===== src/sv/sct_pkg.sv =====
// Shared types and constants for the sensorless commutation timer.
// Holds the transaction structs, codes and the constant-divide setup.
// No dependencies.
package sct_pkg;

  // Interval history: the newest count plus HIST_DEPTH-1 stored counts.
  localparam int HIST_DEPTH = 6;
  localparam int HIST_SLOTS = HIST_DEPTH - 1;

  // Schedule compare = sum / (2 * depth), i.e. half the average interval.
  localparam int DIVISOR = 2 * HIST_DEPTH;
  localparam int SUM_W   = 16 + $clog2(HIST_DEPTH);

  function automatic int trail_zeros(input int v);
    int n;
    int x;
    n = 0;
    x = v;
    while ((x > 0) && (x[0] == 1'b0)) begin
      x = x >> 1;
      n++;
    end
    return n;
  endfunction

  // Strip the power-of-two factor as a shift, then divide by the odd part
  // through a rounded-up reciprocal, which is exact for every Q_IN_W-bit value.
  localparam int    DIV_TZ   = trail_zeros(DIVISOR);
  localparam int    DIV_ODD  = DIVISOR >> DIV_TZ;
  localparam int    Q_IN_W   = SUM_W - DIV_TZ;
  localparam int    ODD_L    = $clog2(DIV_ODD);
  localparam int    RECIP_SH = Q_IN_W + ODD_L;
  localparam int    RECIP_W  = Q_IN_W + 1;
  localparam longint RECIP_L = ((64'd1 << RECIP_SH) + DIV_ODD - 1) / DIV_ODD;
  localparam logic [RECIP_W-1:0] RECIP = RECIP_W'(RECIP_L);
  localparam int    PROD_W   = Q_IN_W + RECIP_W;

  // Event kinds
  localparam logic KIND_ZC  = 1'b0;
  localparam logic KIND_CMP = 1'b1;

  // Comparator codes
  localparam logic [1:0] PHASE_TWO  = 2'd2;
  localparam logic [1:0] PHASE_NONE = 2'd3;

  // Register indexes
  localparam logic CFG_DELAY_OFFSET = 1'b0;
  localparam logic CFG_DAC_TRIM     = 1'b1;

  // Duty hysteresis and detection windows
  localparam logic [15:0] DUTY_HIGH   = 16'd300;
  localparam logic [15:0] DUTY_LOW    = 16'd250;
  localparam logic [15:0] WIN_HIGH    = 16'(-80);
  localparam logic [15:0] WIN_LOW     = 16'd300;
  localparam logic [12:0] DAC_BASE    = 13'd1900;
  localparam logic [11:0] DAC_MAX     = 12'd4095;

  localparam int CFG_W = 16;

  typedef struct packed {
    logic        kind;
    logic [1:0]  phase;
    logic [15:0] interval_count;
    logic [15:0] duty;
  } in_t;

  typedef struct packed {
    logic        commutate;
    logic        schedule_valid;
    logic [15:0] compare_value;
    logic [1:0]  stop_phase;
    logic [15:0] sample_point;
    logic        high_side_mode;
    logic        dac_write;
    logic [11:0] dac_value;
  } out_t;

endpackage


===== src/sv/sensorless_commutation_timing.sv =====
// Sensorless commutation timer top level: event register, one-pass update
// of history, wait flag and detection mode, and a result register.
// Depends on sct_pkg.
//
//  channel | ports                           | transaction
//  --------+---------------------------------+-------------------------------------
//  in      | in_valid / in_ready / in_data   | one zero-crossing or compare event
//  out     | out_valid / out_ready / out_data| one result per event
//  cfg     | cfg_we / cfg_index / cfg_wdata  | register write, no wait, no read-back
//
// One transaction per cycle sustained while out_ready holds high; a taken event loads
// the event register, and its result loads the result register once that is free or taken.
// The schedule divide is a shift plus one reciprocal multiply in that single pass.
// Reset is synchronous, active low, and clears history, wait flag, mode, configuration and valid flags.
// A stalled result holds everything; an event may still be taken into the empty
// event register, and in_ready drops only when both registers are full and out stalls.
module sensorless_commutation_timing (
  input  logic                   clk,
  input  logic                   rst_n,
  input  logic                   in_valid,
  output logic                   in_ready,
  input  sct_pkg::in_t           in_data,
  output logic                   out_valid,
  input  logic                   out_ready,
  output sct_pkg::out_t          out_data,
  input  logic                   cfg_we,
  input  logic                   cfg_index,
  input  logic [sct_pkg::CFG_W-1:0] cfg_wdata
);

  // Configuration
  logic [15:0] delay_offset_r;
  logic [11:0] dac_trim_r;

  // Event register
  logic          ev_valid_r;
  sct_pkg::in_t  ev_r;

  // Result register
  logic          out_valid_r;
  sct_pkg::out_t out_r;

  // Block state
  logic [15:0]                hist_r   [sct_pkg::HIST_SLOTS];
  logic [15:0]                hist_nxt [sct_pkg::HIST_SLOTS];
  logic [sct_pkg::SUM_W-1:0]  hist_sum_r, hist_sum_nxt;
  logic                       waiting_r, waiting_nxt;
  logic                       mode_r, mode_nxt;
  logic [11:0]                last_trim_r, last_trim_nxt;

  // Advance the pipe whenever the result register is free or being taken.
  logic advance;
  logic fire;
  sct_pkg::out_t res;

  // Schedule arithmetic
  logic [sct_pkg::SUM_W-1:0]  sum_all;
  logic [sct_pkg::Q_IN_W-1:0] q_in;
  logic [sct_pkg::PROD_W-1:0] prod;
  logic [sct_pkg::PROD_W-1:0] quot;
  logic [12:0]                dac_raw;
  logic [11:0]                dac_high;
  logic                       take_zc;
  logic                       duty_hi;
  logic                       duty_lo;

  assign advance  = !out_valid_r || out_ready;
  assign in_ready = !ev_valid_r || advance;
  assign fire     = ev_valid_r && advance;

  assign out_valid = out_valid_r;
  assign out_data  = out_r;

  // Half-average interval: sum of newest count and stored history, divided down.
  assign sum_all = sct_pkg::SUM_W'(ev_r.interval_count) + hist_sum_r;
  assign q_in    = sum_all[sct_pkg::SUM_W-1:sct_pkg::DIV_TZ];
  assign prod    = sct_pkg::PROD_W'(q_in) * sct_pkg::PROD_W'(sct_pkg::RECIP);
  assign quot    = prod >> sct_pkg::RECIP_SH;

  // High-side DAC reference, saturated.
  assign dac_raw  = sct_pkg::DAC_BASE + 13'(dac_trim_r);
  assign dac_high = dac_raw[12] ? sct_pkg::DAC_MAX : dac_raw[11:0];

  assign take_zc = (ev_r.kind == sct_pkg::KIND_ZC) && !waiting_r
                   && (ev_r.phase != sct_pkg::PHASE_NONE);
  assign duty_hi = ev_r.duty > sct_pkg::DUTY_HIGH;
  assign duty_lo = ev_r.duty <= sct_pkg::DUTY_LOW;

  always_comb begin
    res           = '0;
    res.stop_phase = sct_pkg::PHASE_NONE;
    hist_nxt      = hist_r;
    hist_sum_nxt  = hist_sum_r;
    waiting_nxt   = waiting_r;
    mode_nxt      = mode_r;
    last_trim_nxt = last_trim_r;

    if (ev_r.kind == sct_pkg::KIND_CMP) begin
      // Compare match ends the wait with a commutate strobe.
      if (waiting_r) begin
        res.commutate = 1'b1;
        waiting_nxt   = 1'b0;
      end
    end else begin
      if (take_zc) begin
        res.schedule_valid = 1'b1;
        res.compare_value  = quot[15:0] + delay_offset_r;
        res.stop_phase     = ev_r.phase;
        // Drop the oldest count, append the newest.
        for (int i = 0; i < sct_pkg::HIST_SLOTS - 1; i++) begin
          hist_nxt[i] = hist_r[i+1];
        end
        hist_nxt[sct_pkg::HIST_SLOTS-1] = ev_r.interval_count;
        hist_sum_nxt = hist_sum_r - sct_pkg::SUM_W'(hist_r[0])
                       + sct_pkg::SUM_W'(ev_r.interval_count);
        waiting_nxt = 1'b1;

        // Duty hysteresis, evaluated on phase 2 only.
        if (ev_r.phase == sct_pkg::PHASE_TWO) begin
          if (duty_hi) begin
            mode_nxt = 1'b1;
            if (!mode_r || (dac_trim_r != last_trim_r)) begin
              res.dac_write = 1'b1;
              res.dac_value = dac_high;
            end
            if (dac_trim_r != last_trim_r) begin
              last_trim_nxt = dac_trim_r;
            end
          end else if (duty_lo && mode_r) begin
            res.dac_write = 1'b1;
            res.dac_value = '0;
            mode_nxt      = 1'b0;
          end
        end
      end
      // Sample point follows the mode after any change.
      res.sample_point = ev_r.duty + (mode_nxt ? sct_pkg::WIN_HIGH : sct_pkg::WIN_LOW);
    end
    res.high_side_mode = mode_nxt;
  end

  always_ff @(posedge clk) begin
    if (!rst_n) begin
      delay_offset_r <= '0;
      dac_trim_r     <= '0;
      ev_valid_r     <= 1'b0;
      out_valid_r    <= 1'b0;
      hist_sum_r     <= '0;
      waiting_r      <= 1'b0;
      mode_r         <= 1'b0;
      last_trim_r    <= '0;
      for (int i = 0; i < sct_pkg::HIST_SLOTS; i++) begin
        hist_r[i] <= '0;
      end
    end else begin
      if (cfg_we) begin
        case (cfg_index)
          sct_pkg::CFG_DELAY_OFFSET: delay_offset_r <= cfg_wdata[15:0];
          sct_pkg::CFG_DAC_TRIM:     dac_trim_r     <= cfg_wdata[11:0];
          default: ;
        endcase
      end
      if (in_ready) begin
        ev_valid_r <= in_valid;
      end
      if (advance) begin
        out_valid_r <= ev_valid_r;
      end
      if (fire) begin
        hist_r      <= hist_nxt;
        hist_sum_r  <= hist_sum_nxt;
        waiting_r   <= waiting_nxt;
        mode_r      <= mode_nxt;
        last_trim_r <= last_trim_nxt;
      end
    end
  end

  // Payload registers: no reset.
  always_ff @(posedge clk) begin
    if (in_ready && in_valid) begin
      ev_r <= in_data;
    end
    if (fire) begin
      out_r <= res;
    end
  end

`ifndef SYNTHESIS
  // A scheduled event leaves the block waiting and shows the schedule next cycle.
  a_sched_sets_wait: assert property (@(posedge clk) disable iff (!rst_n)
    (fire && res.schedule_valid) |=> (waiting_r && out_valid_r && out_r.schedule_valid))
    else $error("schedule did not set the wait flag");

  // Clearing the DAC only happens when dropping to low-side detection.
  a_dac_zero_low: assert property (@(posedge clk) disable iff (!rst_n)
    (out_valid_r && out_r.dac_write && (out_r.dac_value == '0)) |-> !out_r.high_side_mode)
    else $error("zero DAC written while in high-side mode");

  // Input back-pressure only when both registers are full.
  a_ready_low_full: assert property (@(posedge clk) disable iff (!rst_n)
    !in_ready |-> (ev_valid_r && out_valid_r && !out_ready))
    else $error("in_ready low with room in the pipe");

  // A commutate strobe must clear the wait flag.
  a_commutate_wait: assert property (@(posedge clk) disable iff (!rst_n)
    (fire && res.commutate) |=> !waiting_r)
    else $error("commutate did not clear the wait flag");
`endif

endmodule


===== config.mk =====
export PLATFORM = sky130hd
export DESIGN_NAME = sensorless_commutation_timing
export DESIGN_NICKNAME = d
export VERILOG_FILES = /design/src/sv/sct_pkg.sv /design/src/sv/sensorless_commutation_timing.sv
export SDC_FILE = /design/constraint.sdc
export NUM_CORES = 1
export LEC_CHECK = 0
export BUFFER_PORTS_ARGS = -buffer_cell sky130_fd_sc_hd__buf_2
export CAP_MARGIN = 20
export CORE_MARGIN = 5
export CORE_UTILIZATION = 60
export CTS_CLUSTER_DIAMETER = 50
export CTS_CLUSTER_SIZE = 28
export DETAILED_ROUTE_END_ITERATION = 16
export PLACE_DENSITY = 0.84
export SKIP_CTS_REPAIR_TIMING = 1
export SLEW_MARGIN = 5
export SYNTH_ARGS = -nofsm -noshare
export SYNTH_HDL_FRONTEND = slang
export SYNTH_SLANG_ARGS = --single-unit

===== constraint.sdc =====
create_clock -name clk -period 28 [get_ports clk]
set_input_delay 1.4 -clock clk [delete_from_list [all_inputs] [get_ports clk]]
set_output_delay 1.4 -clock clk [all_outputs]
set_load 0.1 [all_outputs]

# Word level (Yosys, flattened, before mapping)
# Cells that the tools add are included.
dict set report word_totals {
  reg_bits 228
  inputBits 57
  output_inout_bits 52
  wordCells 76
}
dict set report classes {
  add_sub_neg 6
  mul 1
  magnitude_cmp 2
  eq_ne 3
  muxes 15
  n_bitwise 4
  reduce_logical 20
}
# cell n
set ops {}
lappend ops {{two-way mux 13 bit} 3}
lappend ops {{multiplier 17 x 18 -> 35 bit (second input constant)} 1}
lappend ops {{adder 16 bit} 2}
lappend ops {{adder 16 x 19 -> 19 bit} 1}
lappend ops {{adder 19 x 16 -> 19 bit} 1}
lappend ops {{two-way mux 19 bit} 1}
lappend ops {{subtractor 19 x 16 -> 19 bit} 1}
lappend ops {{greater-than comparator 16 x 9 -> 1 bit (second input constant)} 1}
lappend ops {{less-or-equal comparator 16 x 8 -> 1 bit (second input constant)} 1}
lappend ops {{two-way mux 16 bit} 1}
lappend ops {{adder 11 x 12 -> 13 bit (first input constant)} 1}
lappend ops {{two-way mux 12 bit} 1}
lappend ops {{!= test 12 bit} 1}
lappend ops {{two-way mux 1 bit} 9}
lappend ops {{AND reduction 2 bit} 3}
lappend ops {{AND reduction 6 bit} 1}
lappend ops {{logical AND 1 bit} 5}
lappend ops {{zero test 1 bit} 4}
lappend ops {{NOT 1 bit} 4}
lappend ops {{logical OR 1 bit} 3}
lappend ops {{AND reduction 3 bit} 1}
lappend ops {{OR reduction 3 bit} 1}
lappend ops {{== test 2 bit (second input constant)} 1}
lappend ops {{!= test 2 bit (second input constant)} 1}
lappend ops {{2 further kinds} 2}

# Logic depth before layout (Yosys ltp)
dict set report logic_depth {
  ltp_word 9
  mapped_depth 41
  ltp_nobuf 41
}

# Worst setup path before layout
# No wires, ideal clock.
dict set report synth_timing {
  path_type {register to register}
  from {register ev_r[18] (netlist name)}
  to {register out_r (netlist bit out_data[47]), data pin}
  setup_ps 258
  t_arrival_ps 9264
  required_ps 27742
  slack_ps 18477
  path_stages_with_launch 39
  n_path_buf 0
  period_less_slack_ps 9523
  path_cell_list {edfxtp_1 -> ha_1 -> and4_1 -> o31ai_1 -> a21oi_1 -> o211ai_1 -> a31oi_1 -> o221a_2 -> o21ai_1 -> a21boi_0 -> xor2_1 -> ha_1 -> inv_1 -> fa_1 -> inv_1 -> fa_1 -> fa_1 -> fa_1 -> (+3 left out) -> ha_1 -> and3_1 -> a221o_1 -> nor4b_4 -> a211oi_2 -> o31a_2 -> a21o_1 -> xor2_1 -> ha_1 -> nand2_1 -> o21ai_0 -> o21ai_0 -> o311ai_0 -> a31oi_1 -> o21bai_1 -> xor2_1 -> and3_1 -> nor3_2}
}
dict set report synth_between {
  elab_chain_len 3
}
# element line
set synth_lines {}
lappend synth_lines {{from (decl)} sensorless_commutation_timing.sv:37} ;# sct_pkg::in_t ev_r;
lappend synth_lines {{from (signal assigned)} sensorless_commutation_timing.sv:182} ;# ev_r <= in_data;
lappend synth_lines {{adder 16 x 19 -> 19 bit} sensorless_commutation_timing.sv:75} ;# assign sum_all = sct_pkg::SUM_W'(ev_r.interval_count) + hist_sum_r;
lappend synth_lines {{multiplier 17 x 18 -> 35 bit} sensorless_commutation_timing.sv:77} ;# assign prod = sct_pkg::PROD_W'(q_in) * sct_pkg::PROD_W'(sct_pkg::RECIP);
lappend synth_lines {{adder 16 bit} sensorless_commutation_timing.sv:107} ;# res.compare_value = quot[15:0] + delay_offset_r;
lappend synth_lines {{to (signal assigned)} sensorless_commutation_timing.sv:185} ;# out_r <= res;
lappend synth_lines {{to (decl)} sensorless_commutation_timing.sv:41} ;# sct_pkg::out_t out_r;
# No other way between the ends.
# A chain may end at the register's enable or synchronous reset.

# Worst setup path after layout
# Ends and elaborated chain as after synthesis.

==> flow_summary.ini <==
[yosys]
yosys.area_share.adder_pct = 27.7
synth_simple_gate_area_share_pct = 13.5
synth-xor-area-share_pct = 4.80
ys.flop_type = dfxtp_1
yosysSeqAreaShare_pct = 34.9
synthCells = 1682
ys_ff_latch = 228
netlist.area_leader.share_pct = 18.5
synth_top_family_by_area = adder cells
synthTopCellsByArea = dfxtp_1, edfxtp_1, ha_1
muxShareOfSynthArea_pct = 0.775
netlist_area_um2 = 15500
synth-compound-area-share_pct = 11.2
synthArstFlopShare_pct = 0
syn_area_per_cell_um2 = 9.21
yosysTopAreaCell = dfxtp_1
yosys.cell_types.count = 60
ys_warn_count = 0
syn_nets = 2022
synth-edff-count = 85

[sta]
setup_viol = 0
rsz0062_at_grt = false
fin_skew_ns = 0.0364
fin_setup_tns_ns = 0
timing.fmax_ghz = 0.0939
drv_slew = 0
tightestPinTransition_ns = 1.05
min_period_ns = 10.65
hold_viol_final = 0
fin_crit_sh_pct = 38.0
relSlewSlack_pct = 29.9

[route]
routed_wl_um = 32600
vias = 11500
first_iter_violations = 653
drc = 0
routed_via_density = 5.46
detail_route.first_pass.iterations = 7
wl_per_cell_um = 15.4
ant_nets = 0

[floorplanning]
die_h_um = 171
die-area_um2 = 29100
core_area_um2 = 25300
row_count = 58
initial_core_util_pct = 61.2
ioPinCount = 109
die_w_um = 171

[final_layout]
seqCellArea_um2 = 5420
fillerInstances = 1882
final_cell_mix = nand2_1, inv_1, ha_1
final_nets = 2105
multi_input_area_um2 = 9000
layout_commonest_cell = nand2_1
drive_gt1_share_pct = 9.38
area_delta_synth_final_pct = 9.94
n_antenna_cell = 0
layout.cells.non_filler = 2111

[cts]
clock-sinks = 228
cts_tree = built
root_buffer = clkbuf_16
ctsHtreeMaxLevel = 1
clock_latency_ns = 0.54
cts_buffer_depth = 3
cts_buffers = 22
path_clk_slew_ns = 0.07

[worst_hold_path]
hold_path_depth = 2
min_path_type = reg -> reg
min_to = hist_r[61]
min_from = hist_r[45]

[place]
hpwl_um = 24700
io_buffers = 108
dpl.cell_count = 2071
routabilityCongestion = 0.935

[grt]
grt.overflow.total = 0
grt_start_max_net_pins = 104
grt_antenna_before_repair = 0
grt_pass1_wl_um = 54400
grt_pass1_vias = 11700
track_usage_pct = 22.5

[outcome]
status = finished clean

[setup_path]
reg2reg_slack_ns = 17.35
worst_ep_arrival_time_ns = 10.91
crit_fanout = 4
rr_worst_depth = 38
crit_required_ns = 28.26
crit_path_start_kind = flip-flop
cp_common_cell = fa_1
r2r-end = out_data[47]
crit_slowest_cell = fa_1
end_kind = flip-flop
timing.rr.start = ev_r[18]
path_class = reg -> reg
critPathMaxStageDelay_ns = 0.55

[flow_run]
drv_cap = 0
synthesized netlist by cell type, drive strengths merged (9+ instances only):
cell type and number:
a211oi 10, a21o 16, a21oi 180, a31oi 9, and2 13, and3 11
clkbuf 46, dfxtp 143, edfxtp 85, fa 100, ha 183, inv 238
mux2i 12, nand2 288, nand2b 9, nand3 9, nor2 93, nor2b 17
nor3 21, o21a 10, o21ai 32, xnor2 58, xor2 27
sequential cells by signal (all words and copies together) (netlist names):
register / count
hist_r: 80
out_valid: 1
hist_sum_r: 19
dac_trim_r: 12
waiting_r: 1
ev_valid_r: 1
out_data: 50
last_trim_r: 12
ev_r: 35
mode_r: 1
delay_offset_r: 16
worst max path at each step:
| stage | startpoint | cells past startpoint | end |
|---|---|---|---|
| 2_1_floorplan | ev_r[18] | 38 | out_data[47] |
| 3_3_place_gp | ev_r[18] | 38 | out_data[47] |
| 3_5_place_dp | ev_r[18] | 38 | out_data[47] |
| 4_1_cts | ev_r[18] | 38 | out_data[47] |
| 5_1_grt | ev_r[18] | 38 | out_data[47] |
| 6_report | ev_r[18] | 38 | out_data[47] |
kinds of logic (layout without fill, tap and decap cells):
kind of cell	after synthesis	count (layout)
simple gates	487	487
compound gates	295	295
buf+inv	292	391
fa+ha+maj	283	283
flops	228	228
xor+xnor	85	85
mux	12	12
metal layers:
| layer | track usage [%] | share of wire, % | vias to the layer above |
|---|---|---|---|
| met5 | 0 | 0 | - |
| met4 | 6.42 | 2.5 | 0 |
| met3 | 2.70 | 4.7 | 73 |
| met2 | 40.4 | 51 | 278 |
| met1 | 28.7 | 42 | 5495 |
| li1 | - | - | 5686 |
critical path, delay by kind of cell (launching register included):
| family | cells | cell delay [ns] |
|---|---|---|
| adders and majority gates | 9 | 3.85 |
| buffers and inverters | 4 | 0.21 |
| DFF | 1 | 0.42 |
| AOI/OAI and AO/OA | 17 | 4.47 |
| xor gates and xnor gates | 2 | 0.66 |
| and+or+nand+nor | 6 | 0.79 |
through the flow:
step	hold slack [ns]	utilization, %	cell area [µm²]	setup slack [ns]
3_5_place_dp	0.443	64.3	16300	17.59
3_3_place_gp	0.435	64.3	16300	17.99
5_1_grt	0.462	67.3	17000	16.44
6_report	0.433	67.3	17000	17.35
2_1_floorplan	0.432	-	15500	18.48
4_1_cts	0.432	67.3	17000	17.42
layout make-up:
cell class / count / share of cell area (%)
clock buffer: 24 / 3.28
inverter: 239 / 5.28
sequential: 228 / 31.8
timing repair buffer: 112 / 3.35
clock inverter: 16 / 1.07
multi-input combinational: 1162 / 52.8
tap: 330 / 2.42
Power is left out: the tool's default activity adds up to more than one toggle a clock period on the data nets, which glitch-free logic cannot reach.
